[src/dtsm_pkg.sv]
// shared types and constants for the ducking two-stream mixer
package dtsm_pkg;

  localparam int BATCH_SAMPLES_DEF = 64;
  localparam int SAMPLE_W          = 16;
  localparam int CFG_W             = 16;
  localparam int QUOT_W            = 15;

  localparam logic [15:0]        Q15_ONE = 16'h8000;
  localparam logic signed [15:0] S16_MAX = 16'sh7FFF;
  localparam logic signed [15:0] S16_MIN = 16'sh8000;

  // configuration register indexes
  typedef enum logic [0:0] {
    CFG_DUCK_GAIN = 1'b0,
    CFG_MEDIA_EN  = 1'b1
  } cfg_idx_t;

  // sequencer states
  typedef enum logic [3:0] {
    ST_IDLE,
    ST_DUCK,
    ST_CHECK,
    ST_DIV,
    ST_STORE,
    ST_EM_RD,
    ST_EM_MUL,
    ST_EM_SUM,
    ST_EM_WAIT
  } state_t;

  // divider handshake toward the sequencer
  typedef struct packed {
    logic busy;
    logic done;
  } div_status_t;

  // one buffered pair
  typedef struct packed {
    logic                       has_media;
    logic                       has_announce;
    logic signed [SAMPLE_W-1:0] media;
    logic signed [SAMPLE_W-1:0] announce;
  } entry_t;

endpackage

[src/dtsm_in_if.sv]
// input request channel: media and announcement sample pair
interface dtsm_in_if;
  import dtsm_pkg::*;

  logic                       valid;
  logic                       ready;
  logic signed [SAMPLE_W-1:0] media_sample;
  logic signed [SAMPLE_W-1:0] announce_sample;
  logic                       has_media;
  logic                       has_announce;
  logic                       last_in_batch;

  modport source (
    output valid, media_sample, announce_sample, has_media, has_announce, last_in_batch,
    input  ready
  );
  modport sink (
    input  valid, media_sample, announce_sample, has_media, has_announce, last_in_batch,
    output ready
  );
endinterface

[src/dtsm_out_if.sv]
// result request channel: mixed sample
interface dtsm_out_if;
  import dtsm_pkg::*;

  logic                       valid;
  logic                       ready;
  logic signed [SAMPLE_W-1:0] mixed_sample;
  logic                       last_of_run;

  modport source (
    output valid, mixed_sample, last_of_run,
    input  ready
  );
  modport sink (
    input  valid, mixed_sample, last_of_run,
    output ready
  );
endinterface

[src/dtsm_div.sv]
// serial restoring divider for the q15 anti-clip factor, one quotient bit per cycle
module dtsm_div (
  input  logic                       clk,
  input  logic                       rst_n,
  input  logic                       start,
  input  logic [15:0]                num,
  input  logic [15:0]                den,
  output dtsm_pkg::div_status_t      stat,
  output logic [dtsm_pkg::QUOT_W-1:0] quot
);
  import dtsm_pkg::*;

  localparam int CNT_W = $clog2(QUOT_W + 1);

  logic              busy_r;
  logic              done_r;
  logic [CNT_W-1:0]  cnt_r;
  logic [15:0]       rem_r;
  logic [15:0]       den_r;
  logic [QUOT_W-1:0] quot_r;

  logic [16:0] trial;
  logic [16:0] diff;
  logic        fits;

  // numerator is below the denominator, so the remainder stays in 16 bits
  assign trial = {rem_r, 1'b0};
  assign diff  = trial - {1'b0, den_r};
  assign fits  = trial >= {1'b0, den_r};

  always_ff @(posedge clk) begin
    if (!rst_n) begin
      busy_r <= 1'b0;
      done_r <= 1'b0;
      cnt_r  <= '0;
    end else begin
      done_r <= 1'b0;
      if (start) begin
        busy_r <= 1'b1;
        cnt_r  <= CNT_W'(QUOT_W);
      end else if (busy_r) begin
        cnt_r <= cnt_r - 1'b1;
        if (cnt_r == CNT_W'(1)) begin
          busy_r <= 1'b0;
          done_r <= 1'b1;
        end
      end
    end
  end

  always_ff @(posedge clk) begin
    if (start) begin
      rem_r  <= num;
      den_r  <= den;
      quot_r <= '0;
    end else if (busy_r) begin
      rem_r  <= fits ? diff[15:0] : trial[15:0];
      quot_r <= {quot_r[QUOT_W-2:0], fits};
    end
  end

  assign stat.busy = busy_r;
  assign stat.done = done_r;
  assign quot      = quot_r;

endmodule

[src/ducking_two_stream_audio_mixer.sv]
// top level: batch mixer with media ducking and anti-clip scaling
//
// Accepts one media/announcement pair per request and buffers it in an
// on-chip batch memory of BATCH_SAMPLES entries. Media is ducked by the q15
// gain on arrival (a gain of 32768 or more bypasses it) and is treated as
// absent while media_enable is 0. When both streams are present and their sum
// clips, a 15-step serial divider finds the q15 factor that would just fit,
// and the smallest factor of the batch is kept. On last_in_batch, or when the
// buffer is full, the whole batch is sent out in arrival order: paired media
// is scaled by that factor and the sum saturated, a lone stream passes
// through, an empty pair gives zero; last_of_run marks the final sample.
// A request steps through duck, check and store, with the serial divider run
// when the pair clips; in emit each result is read through the one read port,
// scaled on the single shared multiplier, summed and held over any stall.
// The input is not ready while a request or an emit pass is in progress.
// Configuration writes are meant for idle periods only.
module ducking_two_stream_audio_mixer #(
  parameter int BATCH_SAMPLES = dtsm_pkg::BATCH_SAMPLES_DEF
) (
  input  logic                      clk,
  input  logic                      rst_n,
  dtsm_in_if.sink                   in_if,
  dtsm_out_if.source                out_if,
  input  logic                      cfg_we,
  input  logic                      cfg_index,
  input  logic [dtsm_pkg::CFG_W-1:0] cfg_wdata
);
  import dtsm_pkg::*;

  localparam int FILL_W = $clog2(BATCH_SAMPLES + 1);
  localparam int IDX_W  = (BATCH_SAMPLES > 1) ? $clog2(BATCH_SAMPLES) : 1;

  // configuration
  logic [CFG_W-1:0] gain_r;
  logic             media_en_r;

  // sequencer
  state_t state_r, state_nxt;

  // current request
  logic signed [SAMPLE_W-1:0] m_r;
  logic signed [SAMPLE_W-1:0] a_r;
  logic                       hm_r;
  logic                       ha_r;
  logic                       last_r;

  // batch bookkeeping
  logic [FILL_W-1:0] fill_r;
  logic [FILL_W-1:0] fill_inc;
  logic [IDX_W-1:0]  k_r;
  logic [15:0]       min_r;

  // batch buffer
  entry_t mem [BATCH_SAMPLES];
  entry_t rd_r;

  // emit datapath
  logic signed [SAMPLE_W-1:0] scaled_r;
  logic signed [SAMPLE_W-1:0] out_data_r;
  logic                       out_last_r;

  // fsm outputs
  logic in_ready;
  logic out_valid;
  logic div_start;
  logic mem_we;

  // shared multiplier: ducking during ingest, anti-clip scaling during emit
  logic signed [SAMPLE_W-1:0] mul_a;
  logic [14:0]                mul_b;
  logic signed [31:0]         prod;

  assign mul_a = (state_r == ST_DUCK) ? m_r : rd_r.media;
  assign mul_b = (state_r == ST_DUCK) ? gain_r[14:0] : min_r[14:0];
  assign prod  = mul_a * $signed({1'b0, mul_b});

  // clip check on the ducked pair
  logic signed [16:0] pair_sum;
  logic               clip_hi;
  logic               clip_lo;
  logic               clip;
  logic [16:0]        num_wide;
  logic [16:0]        den_wide;

  assign pair_sum = {m_r[15], m_r} + {a_r[15], a_r};
  assign clip_hi  = (pair_sum[16:15] == 2'b01);
  assign clip_lo  = (pair_sum[16:15] == 2'b10);
  assign clip     = hm_r && ha_r && (clip_hi || clip_lo);

  // distance from the announcement to the rail, and media magnitude
  always_comb begin
    num_wide = clip_hi ? ({S16_MAX[15], S16_MAX} - {a_r[15], a_r})
                       : ({a_r[15], a_r} - {S16_MIN[15], S16_MIN});
    den_wide = m_r[15] ? (17'd0 - {m_r[15], m_r}) : {m_r[15], m_r};
  end

  div_status_t       div_stat;
  logic [QUOT_W-1:0] div_quot;

  dtsm_div u_div (
    .clk   (clk),
    .rst_n (rst_n),
    .start (div_start),
    .num   (num_wide[15:0]),
    .den   (den_wide[15:0]),
    .stat  (div_stat),
    .quot  (div_quot)
  );

  assign fill_inc = fill_r + 1'b1;

  // next state
  always_comb begin
    state_nxt = state_r;
    unique case (state_r)
      ST_IDLE:    if (in_if.valid) state_nxt = ST_DUCK;
      ST_DUCK:    state_nxt = ST_CHECK;
      ST_CHECK:   state_nxt = clip ? ST_DIV : ST_STORE;
      ST_DIV:     if (div_stat.done) state_nxt = ST_STORE;
      ST_STORE: begin
        if (last_r || fill_inc == FILL_W'(BATCH_SAMPLES)) state_nxt = ST_EM_RD;
        else state_nxt = ST_IDLE;
      end
      ST_EM_RD:   state_nxt = ST_EM_MUL;
      ST_EM_MUL:  state_nxt = ST_EM_SUM;
      ST_EM_SUM:  state_nxt = ST_EM_WAIT;
      ST_EM_WAIT: begin
        if (out_if.ready) state_nxt = out_last_r ? ST_IDLE : ST_EM_RD;
      end
      default:    state_nxt = ST_IDLE;
    endcase
  end

  // fsm outputs
  always_comb begin
    in_ready  = 1'b0;
    out_valid = 1'b0;
    div_start = 1'b0;
    mem_we    = 1'b0;
    unique case (state_r)
      ST_IDLE:    in_ready  = 1'b1;
      ST_CHECK:   div_start = clip;
      ST_STORE:   mem_we    = 1'b1;
      ST_EM_WAIT: out_valid = 1'b1;
      default: ;
    endcase
  end

  assign in_if.ready         = in_ready;
  assign out_if.valid        = out_valid;
  assign out_if.mixed_sample = out_data_r;
  assign out_if.last_of_run  = out_last_r;

  // control registers
  always_ff @(posedge clk) begin
    if (!rst_n) begin
      state_r    <= ST_IDLE;
      gain_r     <= Q15_ONE;
      media_en_r <= 1'b1;
      fill_r     <= '0;
      min_r      <= Q15_ONE;
      k_r        <= '0;
    end else begin
      state_r <= state_nxt;
      if (cfg_we) begin
        unique case (cfg_idx_t'(cfg_index))
          CFG_DUCK_GAIN: gain_r     <= cfg_wdata;
          CFG_MEDIA_EN:  media_en_r <= cfg_wdata[0];
          default: ;
        endcase
      end
      // keep the smallest clip factor of the batch
      if (state_r == ST_DIV && div_stat.done && {1'b0, div_quot} < min_r) begin
        min_r <= {1'b0, div_quot};
      end
      if (state_r == ST_STORE) begin
        fill_r <= fill_inc;
        k_r    <= '0;
      end
      if (state_r == ST_EM_WAIT && out_if.ready) begin
        if (out_last_r) begin
          fill_r <= '0;
          min_r  <= Q15_ONE;
        end else begin
          k_r <= k_r + 1'b1;
        end
      end
    end
  end

  // request capture and ducking
  always_ff @(posedge clk) begin
    if (state_r == ST_IDLE && in_if.valid) begin
      m_r    <= in_if.media_sample;
      a_r    <= in_if.announce_sample;
      hm_r   <= in_if.has_media & media_en_r;
      ha_r   <= in_if.has_announce;
      last_r <= in_if.last_in_batch;
    end else if (state_r == ST_DUCK && hm_r && !gain_r[15]) begin
      // floor of the q15 product
      m_r <= prod[30:15];
    end
  end

  // batch buffer: one write port, one registered read port
  always_ff @(posedge clk) begin
    if (mem_we) begin
      mem[fill_r[IDX_W-1:0]] <= '{has_media: hm_r, has_announce: ha_r,
                                  media: m_r, announce: a_r};
    end
  end

  always_ff @(posedge clk) begin
    if (state_r == ST_EM_RD) begin
      rd_r <= mem[k_r];
    end
  end

  // emit datapath
  logic signed [16:0] mix_sum;

  assign mix_sum = {scaled_r[15], scaled_r} + {rd_r.announce[15], rd_r.announce};

  always_ff @(posedge clk) begin
    if (state_r == ST_EM_MUL) begin
      scaled_r <= min_r[15] ? rd_r.media : prod[30:15];
    end
    if (state_r == ST_EM_SUM) begin
      out_last_r <= (FILL_W'(k_r) + 1'b1) == fill_r;
      case ({rd_r.has_media, rd_r.has_announce})
        2'b11: begin
          if (mix_sum[16:15] == 2'b01)      out_data_r <= S16_MAX;
          else if (mix_sum[16:15] == 2'b10) out_data_r <= S16_MIN;
          else                              out_data_r <= mix_sum[15:0];
        end
        2'b10:   out_data_r <= rd_r.media;
        2'b01:   out_data_r <= rd_r.announce;
        default: out_data_r <= '0;
      endcase
    end
  end

  // checks
  a_one_side: assert property (@(posedge clk) disable iff (!rst_n)
    !(in_ready && out_valid))
    else $error("input ready while a result is pending");

  a_min_range: assert property (@(posedge clk) disable iff (!rst_n)
    min_r <= Q15_ONE)
    else $error("clip factor above unity");

  a_fill_range: assert property (@(posedge clk) disable iff (!rst_n)
    fill_r <= FILL_W'(BATCH_SAMPLES))
    else $error("batch fill beyond buffer depth");

  a_batch_close: assert property (@(posedge clk) disable iff (!rst_n)
    (out_valid && out_if.ready && out_last_r) |=> (fill_r == '0 && min_r == Q15_ONE))
    else $error("batch state not cleared after last result");

  a_div_alive: assert property (@(posedge clk) disable iff (!rst_n)
    (state_r == ST_DIV) |-> (div_stat.busy || div_stat.done))
    else $error("waiting on an idle divider");

endmodule
[src/flat_wrapper.sv]
// flat-port wrapper written by rule: the top's interface ports become plain ports
module ducking_two_stream_audio_mixer_flat import dtsm_pkg::*;
#(
  parameter int BATCH_SAMPLES = dtsm_pkg::BATCH_SAMPLES_DEF
)
  (clk, rst_n, cfg_we, cfg_index, cfg_wdata, in_if_valid, in_if_media_sample, in_if_announce_sample, in_if_has_media, in_if_has_announce, in_if_last_in_batch, in_if_ready, out_if_valid, out_if_mixed_sample, out_if_last_of_run, out_if_ready);
  dtsm_in_if in_if_i ();
  dtsm_out_if out_if_i ();
  input  logic clk;
  input  logic rst_n;
  input  logic cfg_we;
  input  logic cfg_index;
  input  logic [dtsm_pkg::CFG_W-1:0] cfg_wdata;
  input wire logic [$bits(in_if_i.valid)-1:0] in_if_valid;
  input wire logic [$bits(in_if_i.media_sample)-1:0] in_if_media_sample;
  input wire logic [$bits(in_if_i.announce_sample)-1:0] in_if_announce_sample;
  input wire logic [$bits(in_if_i.has_media)-1:0] in_if_has_media;
  input wire logic [$bits(in_if_i.has_announce)-1:0] in_if_has_announce;
  input wire logic [$bits(in_if_i.last_in_batch)-1:0] in_if_last_in_batch;
  output wire logic [$bits(in_if_i.ready)-1:0] in_if_ready;
  output wire logic [$bits(out_if_i.valid)-1:0] out_if_valid;
  output wire logic [$bits(out_if_i.mixed_sample)-1:0] out_if_mixed_sample;
  output wire logic [$bits(out_if_i.last_of_run)-1:0] out_if_last_of_run;
  input wire logic [$bits(out_if_i.ready)-1:0] out_if_ready;
  assign in_if_i.valid = in_if_valid;
  assign in_if_i.media_sample = in_if_media_sample;
  assign in_if_i.announce_sample = in_if_announce_sample;
  assign in_if_i.has_media = in_if_has_media;
  assign in_if_i.has_announce = in_if_has_announce;
  assign in_if_i.last_in_batch = in_if_last_in_batch;
  assign in_if_ready = in_if_i.ready;
  assign out_if_valid = out_if_i.valid;
  assign out_if_mixed_sample = out_if_i.mixed_sample;
  assign out_if_last_of_run = out_if_i.last_of_run;
  assign out_if_i.ready = out_if_ready;
  ducking_two_stream_audio_mixer #(.BATCH_SAMPLES(BATCH_SAMPLES)) u_core (.clk(clk), .rst_n(rst_n), .in_if(in_if_i), .out_if(out_if_i), .cfg_we(cfg_we), .cfg_index(cfg_index), .cfg_wdata(cfg_wdata));
endmodule
[config.mk]
export PLATFORM = sky130hd
export DESIGN_NAME = ducking_two_stream_audio_mixer_flat
export DESIGN_NICKNAME = d
export VERILOG_FILES = /design/src/dtsm_pkg.sv /design/src/dtsm_in_if.sv /design/src/dtsm_out_if.sv /design/src/dtsm_div.sv /design/src/ducking_two_stream_audio_mixer.sv /design/src/flat_wrapper.sv
export SDC_FILE = /design/constraint.sdc
export NUM_CORES = 2
export LEC_CHECK = 0
export ABC_AREA = 1
export BUFFER_PORTS_ARGS = -buffer_cell sky130_fd_sc_hd__buf_4
export CORE_MARGIN = 5
export CORE_UTILIZATION = 64
export CTS_CLUSTER_DIAMETER = 100
export DETAILED_ROUTE_END_ITERATION = 10
export GPL_TIMING_DRIVEN = 1
export PLACE_DENSITY = 0.8
export SLEW_MARGIN = 20
export SYNTH_ARGS = -nofsm -noshare
export SYNTH_HDL_FRONTEND = slang
export SYNTH_HIERARCHICAL = 1
export SYNTH_SLANG_ARGS = --single-unit
[constraint.sdc]
create_clock -name clk -period 8.24 [get_ports clk]
set_input_delay 0.824 -clock clk [delete_from_list [all_inputs] [get_ports clk]]
set_output_delay 0.824 -clock clk [all_outputs]
set_load 0.01 [all_outputs]
==> results_dict.tcl <==
set metrics [dict create \
    arrival_ns 8.25 \
    outcome "complete, no violations" \
    cts_inserted_buffers 220 \
    pwr_density_cell_nw_per_um2 276 \
    hold_slack_ns 0.133 \
    die_area_um2 174000 \
    grt_pass1_vias 72000 \
    viasPerCell 6.63 \
    cts.clk_slew.worst_paths_ns 0.06 \
    path_class "flip-flop to flip-flop" \
    synth_area_um2 106000 \
    design.portCount 76 \
    fin_crit_sh 0.933 \
    grt_max_degree 204 \
    holdPathEnd "u_core/ha_r$_DFFE_PP_" \
    setup_violations 0 \
    hp-class "input port to flip-flop" \
    fin_crit_ns 7.69 \
    syn_nets 9417 \
    placed_cell_area_um2 109000 \
    crit_path_start_kind "flip-flop" \
    slew_violations 0 \
    htreeDepth 4 \
    die_h_um 417 \
    nets 9367 \
    hold_depth 1 \
    post_cts_buffers 0 \
    avgRoutedWirePerCell_um 28.1 \
    portBuffers 75 \
    clock_tree.buffer_depth 3 \
    final_area_um2 117000 \
    crit-reg2reg-launch "u_core/state_r[0]$_SDFFE_PN0P_" \
    worstPathMaxFanout 39 \
    grt_pass1_wl_um 460000 \
    cts_hold_buf 0 \
    antenna_found_initial 22 \
    ctsResizeCount 0 \
    p_leak_nw 41.5 \
    cts_tree "yes" \
    syn-instance-count 8975 \
    area_delta_synth_final_pct 9.81 \
    ff2ff_setup_slack_ns 0.55 \
    core_um2 165000 \
    wl_um 318000 \
    grt_usage 0.359 \
    holdCritStartpoint "in_if_has_announce" \
    critical-path-slowest-cell "fa_1" \
    die_w_um 417 \
    clock_skew_ns 0.0308 \
    worst_r2r_path_depth 28 \
    drive_gt1_frac 0.0794 \
    ys_warn_count 6 \
    dr.first_iter.drc_count 12600 \
    hpwl_um 181000 \
    max-cap-violations 0 \
    ant_nets 0 \
    timing.rr.end "u_core/scaled_r[14]$_DFFE_PP_" \
    crit_path_end_kind "flip-flop" \
    clock_sink_count 2381 \
    hold_viol_final 0 \
    crit_required_ns 8.80 \
    ir_worst_vdd_uv 293 \
    place.gp.congestion 0.993 \
    num_vias 74900 \
    clk_latency_ns 0.88 \
    grt-ovfl-total 0 \
    fin_setup_tns_ns 0 \
    cpPeakStageDelay_ns 0.54 \
    rsz0062_at_grt "false" \
    fmax_mhz 130 \
    drcViolationCount 0 \
    tightest_slew_ns 1.20 \
    dr.pass1.iters 6 \
    cts_root_buffer "clkbuf_16" \
    slew_headroom 0.200 \
    syn_area_per_cell_um2 11.8 \
    core.rowCount 149 \
    start_util 0.644 \
]
## layout make-up
class,count,area [µm²]
timing repair buffer,262,2170
clock inverter,139,1450
inverter,603,2300
sequential,2381,70800
fill,10800,48300
antenna,4,10.0
tap,2189,2740
multi-input combinational,5457,31200
clock buffer,272,5850
## state kept, by name (all words and copies together) (netlist names), 4 cells and up
register / flops
u_core/u_div/den_r: 16
u_core/u_div/quot: 15
u_core/min_r: 16
u_core/out_if.mixed_sample: 16
u_core/mem: 2176
u_core/m_r: 16
u_core/rd_r: 34
u_core/u_div/cnt_r: 4
u_core/u_div/rem_r: 16
u_core/k_r: 6
u_core/scaled_r: 16
u_core/fill_r: 7
u_core/state_r: 4
u_core/a_r: 16
u_core/gain_r: 16
## worst max-delay path, delay by kind of cell, from the launching register on
family / cells / cell delay (ns)
flops: 1 / 0.39
compound gates: 5 / 1.31
simple gates: 9 / 1.41
buf+inv: 7 / 1.09
fa+ha+maj: 7 / 3.19
## stage by stage
step	std cells	power, mW	util	worst slack, ns
2_1_floorplan	8975	19.2	-	0.969
3_3_place_gp	10900	21.8	0.662	0.723
3_5_place_dp	10900	21.9	0.662	0.695
4_1_cts	11300	32.0	0.707	0.641
5_1_grt	11300	33.3	0.707	0.175
6_report	11300	32.2	0.707	0.551
## worst max-delay path by stage
| stage | end | depth (start not counted) | from |
|---|---|---|---|
| final | u_core/scaled_r[14]$_DFFE_PP_ | 28 | u_core/state_r[0]$_SDFFE_PN0P_ |
| after global routing | u_core/scaled_r[13]$_DFFE_PP_ | 28 | u_core/state_r[0]$_SDFFE_PN0P_ |
| after CTS | u_core/scaled_r[15]$_DFFE_PP_ | 25 | u_core/state_r[0]$_SDFFE_PN0P_ |
| after detailed placement | u_core/scaled_r[15]$_DFFE_PP_ | 25 | u_core/state_r[0]$_SDFFE_PN0P_ |
| after global placement | u_core/m_r[15]$_DFFE_PP_ | 28 | u_core/state_r[0]$_SDFFE_PN0P_ |
| after floorplan | u_core/m_r[11]$_DFFE_PP_ | 23 | u_core/m_r[15]$_DFFE_PP_ |
## cells in the final DEF, fill, tap and decap left out, types with 10 or more instances in the layout
cell type / count
clkbuf_1: 40
ha_1: 143
o31ai_1: 12
buf_12: 16
nor2_4: 69
nand2_1: 685
nand3b_1: 31
o22ai_1: 694
xor2_1: 51
o21ai_2: 11
nor2_1: 1600
o211ai_1: 14
clkinv_1: 60
a21oi_1: 117
edfxtp_1: 2310
nand4_1: 17
a31oi_1: 16
inv_6: 10
nand2_2: 19
buf_4: 245
clkinv_2: 34
fa_1: 242
xnor2_1: 17
bufinv_16: 26
nor3_1: 27
dfxtp_1: 66
o21ai_1: 130
nand3_1: 153
o21ai_0: 1341
clkbuf_16: 225
inv_1: 585
## metal layers
metal / GRT usage / routed length, µm
met1: 0.467 / 107000
met2: 0.548 / 143000
met3: 0.0879 / 43600
met4: 0.226 / 24200
met5: 0 / 115
## power by group
group	leakage (nW)	total, mW	switching, mW	internal, mW
Clock	3.56	10.3	4.44	5.86
Sequential	21.4	14.9	0.161	14.7
Combinational	16.5	6.97	5.17	1.80
(Power assumes the default switching activity.)
